===== config.mk =====
export PLATFORM = sky130hd
export DESIGN_NAME = double_ended_queue
export DESIGN_NICKNAME = d
export VERILOG_FILES = /design/src/hw/rtl/dq_pkg.sv /design/src/hw/rtl/dq_front.sv /design/src/hw/rtl/dq_back.sv /design/src/hw/rtl/double_ended_queue.sv
export SDC_FILE = /design/constraint.sdc
export NUM_CORES = 1
export LEC_CHECK = 0
export BUFFER_PORTS_ARGS = -buffer_cell sky130_fd_sc_hd__buf_2
export CAP_MARGIN = 0
export CORE_MARGIN = 10
export CORE_UTILIZATION = 50
export DETAILED_ROUTE_END_ITERATION = 16
export GPL_TIMING_DRIVEN = 0
export PLACE_DENSITY_LB_ADDON = 0.3
export SLEW_MARGIN = 20
export SYNTH_ARGS = -nofsm -noshare
export SYNTH_HDL_FRONTEND = slang
export SYNTH_HIERARCHICAL = 1
export SYNTH_SLANG_ARGS = --single-unit

===== constraint.sdc =====
create_clock -name clock -period 6.58 [get_ports clock]
set_clock_uncertainty 0.05 [all_clocks]
set_input_delay 1.316 -clock clock [delete_from_list [all_inputs] [get_ports clock]]
set_output_delay 1.316 -clock clock [all_outputs]
set_load 0.02 [all_outputs]

===== src/hw/rtl/dq_pkg.sv =====
// ----------------------------------------------------------------------------
// dq_pkg
// Shared types and constants for the double-ended queue: action codes,
// internal command and result records, status codes, back-end states.
// ----------------------------------------------------------------------------
package dq_pkg;

   localparam int DEPTH_DEFAULT = 16;
   localparam int DATA_W        = 32;
   localparam int ACTION_W      = 3;
   localparam int STATUS_W      = 2;
   localparam int CMD_DEPTH     = 2;   // command queue between front and back
   localparam int OUT_DEPTH     = 4;   // result queue at the output

   localparam logic [ACTION_W-1:0] ACT_PUSH_FRONT = 3'd0;
   localparam logic [ACTION_W-1:0] ACT_PUSH_BACK  = 3'd1;
   localparam logic [ACTION_W-1:0] ACT_POP_FRONT  = 3'd2;
   localparam logic [ACTION_W-1:0] ACT_POP_BACK   = 3'd3;
   localparam logic [ACTION_W-1:0] ACT_LIST       = 3'd4;

   typedef enum logic [2:0] {
      OP_PUSH_FRONT,
      OP_PUSH_BACK,
      OP_POP_FRONT,
      OP_POP_BACK,
      OP_LIST,
      OP_INVALID
   } op_type;

   typedef enum logic [STATUS_W-1:0] {
      ST_OK      = 2'd0,
      ST_EMPTY   = 2'd1,
      ST_FULL    = 2'd2,
      ST_INVALID = 2'd3
   } status_type;

   typedef enum logic {
      BK_RUN,
      BK_LIST
   } back_state_type;

   typedef struct packed {
      op_type              op;
      logic [DATA_W-1:0]   value;
   } cmd_type;

   typedef struct packed {
      logic [DATA_W-1:0]   item;
      status_type          status;
      logic                last;
   } rsp_type;

endpackage


===== src/hw/rtl/dq_front.sv =====
// ----------------------------------------------------------------------------
// dq_front
// Accepts requests, decodes the action code and holds the decoded commands
// in a short queue for the back end.
// ----------------------------------------------------------------------------
module dq_front (
   input  logic                          clock,
   input  logic                          reset,
   input  logic                          push,
   output logic                          full,
   input  logic [dq_pkg::ACTION_W-1:0]   action,
   input  logic [dq_pkg::DATA_W-1:0]     value,
   output logic                          cmd_valid,
   output dq_pkg::cmd_type               cmd,
   input  logic                          cmd_take
);
   import dq_pkg::*;

   localparam int PTR_W = (CMD_DEPTH > 1) ? $clog2(CMD_DEPTH) : 1;
   localparam int CNT_W = $clog2(CMD_DEPTH + 1);
   localparam logic [PTR_W-1:0] LAST_PTR = PTR_W'(CMD_DEPTH - 1);
   localparam logic [CNT_W-1:0] FULL_CNT = CNT_W'(CMD_DEPTH);

   cmd_type          q_ff [CMD_DEPTH];
   logic [PTR_W-1:0] wr_ptr_ff, wr_ptr_in;
   logic [PTR_W-1:0] rd_ptr_ff, rd_ptr_in;
   logic [CNT_W-1:0] count_ff, count_in;
   op_type           op_dec;
   logic             wr_en;
   logic             rd_en;

   always_comb begin
      case (action)
         ACT_PUSH_FRONT: op_dec = OP_PUSH_FRONT;
         ACT_PUSH_BACK:  op_dec = OP_PUSH_BACK;
         ACT_POP_FRONT:  op_dec = OP_POP_FRONT;
         ACT_POP_BACK:   op_dec = OP_POP_BACK;
         ACT_LIST:       op_dec = OP_LIST;
         default:        op_dec = OP_INVALID;
      endcase
   end

   assign full      = (count_ff == FULL_CNT);
   assign cmd_valid = (count_ff != '0);
   assign cmd       = q_ff[rd_ptr_ff];
   assign wr_en     = push && !full;
   assign rd_en     = cmd_take && cmd_valid;

   always_comb begin
      wr_ptr_in = wr_ptr_ff;
      rd_ptr_in = rd_ptr_ff;
      count_in  = count_ff;
      if (wr_en) begin
         wr_ptr_in = (wr_ptr_ff == LAST_PTR) ? '0 : wr_ptr_ff + PTR_W'(1);
      end
      if (rd_en) begin
         rd_ptr_in = (rd_ptr_ff == LAST_PTR) ? '0 : rd_ptr_ff + PTR_W'(1);
      end
      case ({wr_en, rd_en})
         2'b10:   count_in = count_ff + CNT_W'(1);
         2'b01:   count_in = count_ff - CNT_W'(1);
         default: count_in = count_ff;
      endcase
   end

   always_ff @(posedge clock) begin
      if (reset) begin
         wr_ptr_ff <= '0;
         rd_ptr_ff <= '0;
         count_ff  <= '0;
      end else begin
         wr_ptr_ff <= wr_ptr_in;
         rd_ptr_ff <= rd_ptr_in;
         count_ff  <= count_in;
      end
   end

   always_ff @(posedge clock) begin
      if (wr_en) begin
         q_ff[wr_ptr_ff] <= '{op: op_dec, value: value};
      end
   end

endmodule


===== src/hw/rtl/dq_back.sv =====
// ----------------------------------------------------------------------------
// dq_back
// Executes commands against the ring store: keeps front/back indices and the
// occupancy, walks the ring for a list, and queues results for the output.
// ----------------------------------------------------------------------------
module dq_back #(
   parameter int DEPTH = dq_pkg::DEPTH_DEFAULT
) (
   input  logic             clock,
   input  logic             reset,
   input  logic             cmd_valid,
   input  dq_pkg::cmd_type  cmd,
   output logic             cmd_take,
   input  logic             rsp_pop,
   output logic             rsp_empty,
   output dq_pkg::rsp_type  rsp
);
   import dq_pkg::*;

   localparam int IDX_W     = $clog2(DEPTH);
   localparam int CNT_W     = $clog2(DEPTH + 1);
   localparam int OUT_PTR_W = (OUT_DEPTH > 1) ? $clog2(OUT_DEPTH) : 1;
   localparam int OUT_CNT_W = $clog2(OUT_DEPTH + 1);
   localparam logic [IDX_W-1:0]     LAST_IDX     = IDX_W'(DEPTH - 1);
   localparam logic [CNT_W-1:0]     FULL_CNT     = CNT_W'(DEPTH);
   localparam logic [OUT_PTR_W-1:0] OUT_LAST_PTR = OUT_PTR_W'(OUT_DEPTH - 1);
   localparam logic [OUT_CNT_W:0]   OUT_LIMIT    = (OUT_CNT_W + 1)'(OUT_DEPTH);

   function automatic logic [IDX_W-1:0] ring_next(input logic [IDX_W-1:0] i);
      return (i == LAST_IDX) ? '0 : i + IDX_W'(1);
   endfunction

   function automatic logic [IDX_W-1:0] ring_prev(input logic [IDX_W-1:0] i);
      return (i == '0) ? LAST_IDX : i - IDX_W'(1);
   endfunction

   back_state_type    state_ff, state_in;
   logic [IDX_W-1:0]  front_ff, front_in;
   logic [IDX_W-1:0]  back_ff, back_in;
   logic [CNT_W-1:0]  occ_ff, occ_in;
   logic [IDX_W-1:0]  list_idx_ff, list_idx_in;
   logic [CNT_W-1:0]  list_left_ff, list_left_in;

   logic [DATA_W-1:0] mem [DEPTH];
   logic [DATA_W-1:0] rd_data_ff;
   logic              mem_we;
   logic [IDX_W-1:0]  mem_waddr;
   logic              rd_en;
   logic [IDX_W-1:0]  rd_addr;

   // result stage: status known, item arrives from the registered read
   logic              w_valid_ff, w_valid_in;
   status_type        w_status_ff, w_status_in;
   logic              w_last_ff, w_last_in;
   logic              w_mem_ff, w_mem_in;

   rsp_type               out_q_ff [OUT_DEPTH];
   logic [OUT_PTR_W-1:0]  out_wr_ff, out_rd_ff;
   logic [OUT_CNT_W-1:0]  out_cnt_ff;
   logic [OUT_CNT_W:0]    pending;
   logic                  room;
   logic                  out_re;
   logic                  is_empty;
   logic                  is_full;
   logic                  list_done;

   // count a result still in flight so the output queue never overflows
   assign pending   = {1'b0, out_cnt_ff} + {{OUT_CNT_W{1'b0}}, w_valid_ff};
   assign room      = (pending < OUT_LIMIT);
   assign is_empty  = (occ_ff == '0);
   assign is_full   = (occ_ff == FULL_CNT);
   assign list_done = (list_left_ff == CNT_W'(1));

   // next state
   always_comb begin
      state_in = state_ff;
      case (state_ff)
         BK_RUN: begin
            if (cmd_valid && room && cmd.op == OP_LIST && !is_empty) begin
               state_in = BK_LIST;
            end
         end
         BK_LIST: begin
            if (room && list_done) begin
               state_in = BK_RUN;
            end
         end
         default: state_in = BK_RUN;
      endcase
   end

   // outputs and datapath control
   always_comb begin
      cmd_take     = 1'b0;
      front_in     = front_ff;
      back_in      = back_ff;
      occ_in       = occ_ff;
      list_idx_in  = list_idx_ff;
      list_left_in = list_left_ff;
      mem_we       = 1'b0;
      mem_waddr    = back_ff;
      rd_en        = 1'b0;
      rd_addr      = front_ff;
      w_valid_in   = 1'b0;
      w_status_in  = ST_OK;
      w_last_in    = 1'b1;
      w_mem_in     = 1'b0;
      case (state_ff)
         BK_RUN: begin
            if (cmd_valid && room) begin
               cmd_take   = 1'b1;
               w_valid_in = 1'b1;
               case (cmd.op)
                  OP_PUSH_FRONT: begin
                     if (is_full) begin
                        w_status_in = ST_FULL;
                     end else begin
                        front_in  = ring_prev(front_ff);
                        mem_we    = 1'b1;
                        mem_waddr = ring_prev(front_ff);
                        occ_in    = occ_ff + CNT_W'(1);
                     end
                  end
                  OP_PUSH_BACK: begin
                     if (is_full) begin
                        w_status_in = ST_FULL;
                     end else begin
                        back_in   = ring_next(back_ff);
                        mem_we    = 1'b1;
                        mem_waddr = back_ff;
                        occ_in    = occ_ff + CNT_W'(1);
                     end
                  end
                  OP_POP_FRONT: begin
                     if (is_empty) begin
                        w_status_in = ST_EMPTY;
                     end else begin
                        rd_en    = 1'b1;
                        rd_addr  = front_ff;
                        front_in = ring_next(front_ff);
                        occ_in   = occ_ff - CNT_W'(1);
                        w_mem_in = 1'b1;
                     end
                  end
                  OP_POP_BACK: begin
                     if (is_empty) begin
                        w_status_in = ST_EMPTY;
                     end else begin
                        rd_en    = 1'b1;
                        rd_addr  = ring_prev(back_ff);
                        back_in  = ring_prev(back_ff);
                        occ_in   = occ_ff - CNT_W'(1);
                        w_mem_in = 1'b1;
                     end
                  end
                  OP_LIST: begin
                     if (is_empty) begin
                        w_status_in = ST_EMPTY;
                     end else begin
                        // results come from the walk that follows
                        w_valid_in   = 1'b0;
                        list_idx_in  = front_ff;
                        list_left_in = occ_ff;
                     end
                  end
                  default: w_status_in = ST_INVALID;
               endcase
            end
         end
         BK_LIST: begin
            if (room) begin
               rd_en        = 1'b1;
               rd_addr      = list_idx_ff;
               list_idx_in  = ring_next(list_idx_ff);
               list_left_in = list_left_ff - CNT_W'(1);
               w_valid_in   = 1'b1;
               w_mem_in     = 1'b1;
               w_last_in    = list_done;
            end
         end
         default: begin
         end
      endcase
   end

   always_ff @(posedge clock) begin
      if (reset) begin
         state_ff     <= BK_RUN;
         front_ff     <= '0;
         back_ff      <= '0;
         occ_ff       <= '0;
         list_idx_ff  <= '0;
         list_left_ff <= '0;
         w_valid_ff   <= 1'b0;
      end else begin
         state_ff     <= state_in;
         front_ff     <= front_in;
         back_ff      <= back_in;
         occ_ff       <= occ_in;
         list_idx_ff  <= list_idx_in;
         list_left_ff <= list_left_in;
         w_valid_ff   <= w_valid_in;
      end
   end

   always_ff @(posedge clock) begin
      w_status_ff <= w_status_in;
      w_last_ff   <= w_last_in;
      w_mem_ff    <= w_mem_in;
   end

   // ring store
   always_ff @(posedge clock) begin
      if (mem_we) begin
         mem[mem_waddr] <= cmd.value;
      end
   end

   always_ff @(posedge clock) begin
      if (rd_en) begin
         rd_data_ff <= mem[rd_addr];
      end
   end

   // result queue
   assign rsp_empty = (out_cnt_ff == '0);
   assign rsp       = out_q_ff[out_rd_ff];
   assign out_re    = rsp_pop && !rsp_empty;

   always_ff @(posedge clock) begin
      if (reset) begin
         out_wr_ff  <= '0;
         out_rd_ff  <= '0;
         out_cnt_ff <= '0;
      end else begin
         if (w_valid_ff) begin
            out_wr_ff <= (out_wr_ff == OUT_LAST_PTR) ? '0 : out_wr_ff + OUT_PTR_W'(1);
         end
         if (out_re) begin
            out_rd_ff <= (out_rd_ff == OUT_LAST_PTR) ? '0 : out_rd_ff + OUT_PTR_W'(1);
         end
         case ({w_valid_ff, out_re})
            2'b10:   out_cnt_ff <= out_cnt_ff + OUT_CNT_W'(1);
            2'b01:   out_cnt_ff <= out_cnt_ff - OUT_CNT_W'(1);
            default: out_cnt_ff <= out_cnt_ff;
         endcase
      end
   end

   always_ff @(posedge clock) begin
      if (w_valid_ff) begin
         out_q_ff[out_wr_ff] <= '{item:   (w_mem_ff ? rd_data_ff : '0),
                                  status: w_status_ff,
                                  last:   w_last_ff};
      end
   end

   a_occ_bound: assert property (@(posedge clock) disable iff (reset)
      occ_ff <= FULL_CNT)
      else $error("occupancy above depth");

   a_empty_ends_meet: assert property (@(posedge clock) disable iff (reset)
      (occ_ff == '0) |-> (front_ff == back_ff))
      else $error("front and back disagree on an empty ring");

   a_out_no_overflow: assert property (@(posedge clock) disable iff (reset)
      (w_valid_ff && out_cnt_ff == OUT_CNT_W'(OUT_DEPTH)) |-> out_re)
      else $error("result queue overflow");

   a_list_walk_nonzero: assert property (@(posedge clock) disable iff (reset)
      (state_ff == BK_LIST) |-> (list_left_ff != '0))
      else $error("list walk with nothing left");

   a_list_ring_frozen: assert property (@(posedge clock) disable iff (reset)
      (state_ff == BK_LIST) |=> $stable(occ_ff))
      else $error("ring changed during a list walk");

endmodule


===== src/hw/rtl/double_ended_queue.sv =====
// ----------------------------------------------------------------------------
// double_ended_queue
// Bounded double-ended queue of signed 32-bit values in a ring store.
// ----------------------------------------------------------------------------
//   channel   | direction | handshake           | payload
//   request   | in        | push / full         | req_action, req_value
//   response  | out       | pop / empty         | rsp_item, rsp_status, rsp_last
//
// Push, pop and invalid commands sustain one per cycle while the result queue
// has room and no list walk runs; a result passes the command queue, execute
// and the result stage. A list gives one result per stored entry; the ring
// walk holds the command queue, since the store has a single read port.
// Reset is synchronous: indices and occupancy clear, the store itself does not.
// When pop stays low the result queue fills and further requests then fill full.
// ----------------------------------------------------------------------------
module double_ended_queue #(
   parameter int DEPTH = dq_pkg::DEPTH_DEFAULT
) (
   input  logic                                 clock,
   input  logic                                 reset,
   input  logic                                 push,
   output logic                                 full,
   input  logic [dq_pkg::ACTION_W-1:0]          req_action,
   input  logic signed [dq_pkg::DATA_W-1:0]     req_value,
   output logic                                 empty,
   input  logic                                 pop,
   output logic signed [dq_pkg::DATA_W-1:0]     rsp_item,
   output logic [dq_pkg::STATUS_W-1:0]          rsp_status,
   output logic                                 rsp_last
);
   import dq_pkg::*;

   logic    cmd_valid;
   logic    cmd_take;
   cmd_type cmd;
   rsp_type rsp;

   dq_front u_front (
      .clock     (clock),
      .reset     (reset),
      .push      (push),
      .full      (full),
      .action    (req_action),
      .value     (req_value),
      .cmd_valid (cmd_valid),
      .cmd       (cmd),
      .cmd_take  (cmd_take)
   );

   dq_back #(
      .DEPTH (DEPTH)
   ) u_back (
      .clock     (clock),
      .reset     (reset),
      .cmd_valid (cmd_valid),
      .cmd       (cmd),
      .cmd_take  (cmd_take),
      .rsp_pop   (pop),
      .rsp_empty (empty),
      .rsp       (rsp)
   );

   assign rsp_item   = rsp.item;
   assign rsp_status = rsp.status;
   assign rsp_last   = rsp.last;

endmodule

Yosys cells after proc, flatten, opt, wreduce, memory -nomap -nowiden:

Memory sizes are Yosys's and may differ from the RTL's. A register that Yosys moved wholly into a read port is not among the register bits.
Cells that the tools add are included.

* register bits after elaboration: 39
* latch bits: 0
* memory bits (writable): 722
* bits in read-only memories: 0
* bits of input ports: 39
* output and inout bits: 37
* word-level logic and storage cells: 172
* memories kept: 3

* add/sub/neg operators: 17
* multiply operators: 0
* divide/modulo/power cells: 0
* $lt $le $gt $ge: 1
* equal/unequal tests: 30
* shifts and indexed selects: 0
* muxes and demuxes: 72
* bitwise gates (word level): 2
* reductions and logical operators: 31

Memories
* u_back.mem: words 16, bits a word 32, rd ports 1, clocked after Yosys merged registers in 1, write ports 1, line dq_back.sv:44 `logic [DATA_W-1:0] mem [DEPTH];`
* u_back.out_q_ff: words 4, bits a word 35, rd ports 1, clocked after Yosys merged registers in 1, write ports 1, line dq_back.sv:57 `rsp_type out_q_ff [OUT_DEPTH];`
* u_front.q_ff: words 2, bits a word 35, rd ports 1, clocked after Yosys merged registers in 1, write ports 1, line dq_front.sv:24 `cmd_type q_ff [CMD_DEPTH];`

Operator list (number)
* two-way mux 4 bit: 21
* two-way mux 32 bit: 1
* one-hot mux 4 bit (2 select lines): 4
* two-way mux 5 bit: 6
* two-way mux 1 bit: 26
* one-hot mux 5 bit (2 select lines): 2
* inequality test 2 bit, second input constant: 8
* one-hot mux 3 bit (5 select lines): 1
* AND reduction 5 bit: 3
* adder 4 x 1 -> 4 bit, second input constant: 3
* equality test 3 x 2 -> 1 bit, second input constant: 4
* equality test 4 bit, second input constant: 3
* nonzero test 2 bit: 6
* equality test 2 bit, second input constant: 5
* two-way mux 2 bit: 5
* subtractor 5 x 1 -> 5 bit, second input constant: 2
* logical NOT 3 bit: 3
* logical NOT 4 bit: 2
* one-hot mux 2 bit (2 select lines): 2
* subtractor 4 x 1 -> 4 bit, second input constant: 2
* logical AND 1 bit: 7
* adder 2 x 1 -> 2 bit, second input constant: 3
* equality test 3 x 1 -> 1 bit, second input constant: 2
* equality test 3 bit, second input constant: 2
* 20 further kinds: 30

Longest topological paths before layout:

* depth in word-level cells: 8
* gate-level depth with buffers: 14
* mapped depth without buffers: 10

By module:

The synthesis kept the hierarchy.

Modules (own cells, without submodules)
* dq_back: instances 1, cells each 1880, area an instance 28546.1 um^2, sequential area each 21280.4 um^2
* dq_front: instances 1, cells each 138, area an instance 2760.1 um^2, sequential area each 2202.1 um^2

Worst setup path before layout:

OpenSTA, ideal clock, no wires.

* path kind: register -> register
* start point: reg with a tool-made name
* end point: mem u_back.mem[11][0] (enable)
* library setup time: 0.468 ns
* arrival: 4.712 ns
* required time: 6.062 ns
* slack: 1.350 ns
* stages on the path, launching flop included: 10
* path buffers: 3
* clock period less this slack: 5.230 ns
* cell sequence: dfxtp_1 buf_2 buf_2 mux2_1 nor2_1 nand3_1 nor2_1 mux2_2 clkbuf_1 nor3b_1

RTL lines (line)
* end: declaration: dq_back.sv:44

==> impl_metrics.py <==
metrics = {
    "outcome": {
        "status": "finished clean",
    },
    "finish": {
        "nFillCells": 4633,
        "syn_to_final_growth_pct": 15.1,
        "layout-drive-gt1-share": 0.167,
        "stdcell_area_um2": 36000,
        "nets": 2275,
        "n_antenna_cell": 0,
        "final_util": 0.583,
    },
    "grt": {
        "antenna_found_initial": 5,
        "grt_max_degree": 28,
        "overflow": 0,
        "met1_usage": 0.252,
        "grt_usage": 0.197,
        "busiest_layer": "met2",
        "grtUsageMet2": 0.321,
        "grt_pass1_vias": 18200,
        "grt_first_pass_wirelength_um": 110000,
        "grt_use_met3": 0.0455,
    },
    "clocking": {
        "clock_path_buffers": 3,
        "cts_tree": "built",
        "path_clk_slew_ns": 0.06,
        "cts_buffers": 79,
        "postCtsResizedCells": 0,
        "cts.sinks": 796,
        "worstSkewPairLatency_ns": 0.62,
        "post_cts_buffers": 0,
        "cts_root_buffer": "clkbuf_16",
        "htree_levels": 3,
        "cts_hold_buf": 0,
    },
    "setup_path": {
        "cp-start-kind": "register",
        "required_ns": 6.80,
        "r2r_slack_ns": 0.78,
        "cp-end-kind": "register",
        "max_stage_delay_ns": 1.04,
        "slowest_stage": "a311oi_2",
        "r2r_cells": 12,
        "cp-endpoint": "u_back/rd_data_ff[9]$_DFFE_PP_",
        "r2r-end": "u_back/rd_data_ff[9]$_DFFE_PP_",
        "crit_type": "register to register",
        "crit_top_cell": "buf_2",
        "crit_fanout": 10,
        "cp_cell_sequence": "buf_2 > buf_2 > mux2_2 > and3b_1 > o2111ai_4 > a311oi_2 > buf_2 > clkbuf_1 > nand2_1 > nand3_1 > a21oi_1 > nor4_1",
        "arrival_ns": 6.02,
    },
    "placed_design": {
        "gp_congestion": 0.832,
        "placed_area_um2": 33400,
        "portBuffers": 75,
        "hpwlAfterDp_um": 49300,
    },
    "floorplan": {
        "coreArea_um2": 61800,
        "die_area_um2": 73000,
        "die_w_um": 270,
        "die_height_um": 270,
        "start_util": 0.506,
        "core.rowCount": 91,
        "ios": 76,
    },
    "synthesis": {
        "yosysTopAreaCellShare": 0.723,
        "synth-edff-count": 754,
        "mappedNetlistArea_um2": 31300,
        "ys_seq_area_frac": 0.750,
        "synth.net_count": 2076,
        "syn_inst": 2018,
        "synthArstFlopShare": 0,
        "synth_warnings": 6,
        "syn_avg_cell_area_um2": 15.5,
        "synthFlopType": "edfxtp_1",
        "synth.top_cells.by_count": "edfxtp_1, nand2_1, nand3_1",
        "synth.distinct_cells": 73,
        "synthMostInstantiatedCell": "edfxtp_1",
        "synth.area.top_cells": "edfxtp_1, nand2_1, mux2i_1",
        "synth_seq_cells": 796,
        "synth_top_area_cell": "edfxtp_1",
    },
    "drt": {
        "wirelength_um": 73200,
        "drt-initial-drc-count": 1978,
        "vias": 18200,
        "ant_nets": 0,
        "routedWlPerCell_um": 23.5,
        "firstDrtPassIters": 5,
        "drc": 0,
        "avgViaCountPerCell": 5.84,
    },
    "pwr": {
        "ir_drop_mv": 0.198,
        "cellPowerDensity_nw_per_um2": 387,
        "leakage_nw": 12.1,
    },
    "timing": {
        "tightest_slew_ns": 1.16,
        "timing.hold.ws_ns": 0.441,
        "hold_violations": 0,
        "setup_viol": 0,
        "period_needed_ns": 5.80,
        "max_freq_mhz": 172,
        "drv_slew": 0,
        "rsz0062_at_grt": "no",
        "max_slew_margin": 0.226,
        "min_period_over_period": 0.881,
    },
    "hold_path": {
        "hp-class": "register to register",
    },
    "job": {
        "maxCapViolCount": 0,
    },
}
## layout by cell type (no fill, tap or decap), types with 7 or more instances in the layout
cell type | netlist | layout
and2_1 | 39 | 33
clkinv_1 | 0 | 17
nand2_1 | 363 | 363
nor3_1 | 34 | 30
dfxtp_1 | 42 | 42
edfxtp_1 | 754 | 754
ha_1 | 17 | 17
buf_2 | 30 | 105
a21oi_1 | 70 | 70
a32o_1 | 34 | 34
clkbuf_1 | 53 | 67
inv_1 | 22 | 21
buf_12 | 0 | 7
clkbuf_16 | 0 | 84
o22ai_1 | 23 | 23
nor4_1 | 10 | 10
nand3_1 | 115 | 115
bufinv_16 | 0 | 8
buf_16 | 0 | 10
a22o_1 | 8 | 8
a211oi_1 | 9 | 9
mux2_1 | 15 | 15
mux4_2 | 35 | 35
a221oi_1 | 22 | 22
buf_4 | 19 | 44
o21ai_0 | 21 | 20
mux2i_1 | 105 | 105
xor2_1 | 8 | 8
mux2_2 | 23 | 23
clkinv_2 | 0 | 7
xnor2_1 | 7 | 7
nor2_1 | 48 | 44
## worst min-delay path by stage
stage | from | end | slack (ns) | cells after the start
after floorplan | u_back/w_last_ff$_SDFF_PN1_ | u_back/out_q_ff[0][0]$_DFFE_PP_ | 0.39 | 0
after global placement | u_back/w_status_ff[1]$_SDFF_PN0_ | u_back/out_q_ff[3][2]$_DFFE_PP_ | 0.42 | 0
after detailed placement | u_back/w_status_ff[1]$_SDFF_PN0_ | u_back/out_q_ff[0][2]$_DFFE_PP_ | 0.43 | 0
after CTS | u_back/w_status_ff[1]$_SDFF_PN0_ | u_back/out_q_ff[2][2]$_DFFE_PP_ | 0.44 | 0
after global routing | u_back/w_status_ff[1]$_SDFF_PN0_ | u_back/out_q_ff[2][2]$_DFFE_PP_ | 0.46 | 0
final | u_back/w_status_ff[1]$_SDFF_PN0_ | u_back/out_q_ff[2][2]$_DFFE_PP_ | 0.44 | 0
## where the power goes
group          switching (W)  leakage, nW  total (W)  internal (W)
registers           0.000103         7.23    0.00633       0.00623
logic                0.00216         3.63    0.00313      0.000970
clock network        0.00182         1.27    0.00449       0.00267
## state kept, by name, summed over array words and instances (netlist names), 3 cells and up, named ones only
register	count
u_back/mem	512
u_back/out_q_ff	140
u_front/q_ff	70
u_back/rd_data_ff	32
u_back/list_left_ff	5
u_back/occ_ff	5
u_back/back_ff	4
u_back/front_ff	4
u_back/list_idx_ff	4
u_back/out_cnt_ff	3
## metal layers
metal	up-vias	part of all wire
li1	8080	-
met1	9122	0.40
met2	840	0.48
met3	119	0.090
met4	0	0.031
met5	-	0
## worst max-delay path, delay by kind of cell (launching register included)
kind	cells	cell delay, ns
compound gates	3	1.32
buf+inv	4	1.96
flops	1	0.31
mux	1	0.47
simple gates	4	1.31
## area by class of cell
cell class | count | area (um^2) | share of cell area
Buffer | 111 | 556 | 0.0154
Clock inverter | 38 | 402 | 0.0111
Inverter | 23 | 86.3 | 0.00240
Sequential cell | 796 | 23500 | 0.652
Multi-Input combinational cell | 1088 | 7270 | 0.202
Clock buffer | 101 | 2200 | 0.0610
Timing Repair Buffer | 118 | 990 | 0.0275
Tap cell | 837 | 1050 | 0.0291
## per-stage QoR
step                      power (W)  setup slack [ns]  cells  setup TNS [ns]
after floorplan             0.00835              1.35   2018               0
after global placement      0.00937             -2.03   2930         -331.56
after detailed placement    0.00952             0.938   2973               0
after CTS                    0.0140             0.903   3112               0
after global routing         0.0145             0.496   3112               0
final                        0.0139             0.780   3112               0
## logic make-up (layout without fill, tap and decap cells)
family,count (synthesis),in the layout,share of synthesized area
multiplexers,178,178,0.0724
adder cells (fa/ha/maj),19,19,0.00807
AO/OA/AOI/OAI,227,227,0.0525
flip-flops,796,796,0.750
AND/OR/NAND/NOR,649,649,0.0922
XOR/XNOR,15,15,0.00420
buffers and inverters,134,391,0.0205
Power figures use the tool's default switching activity.
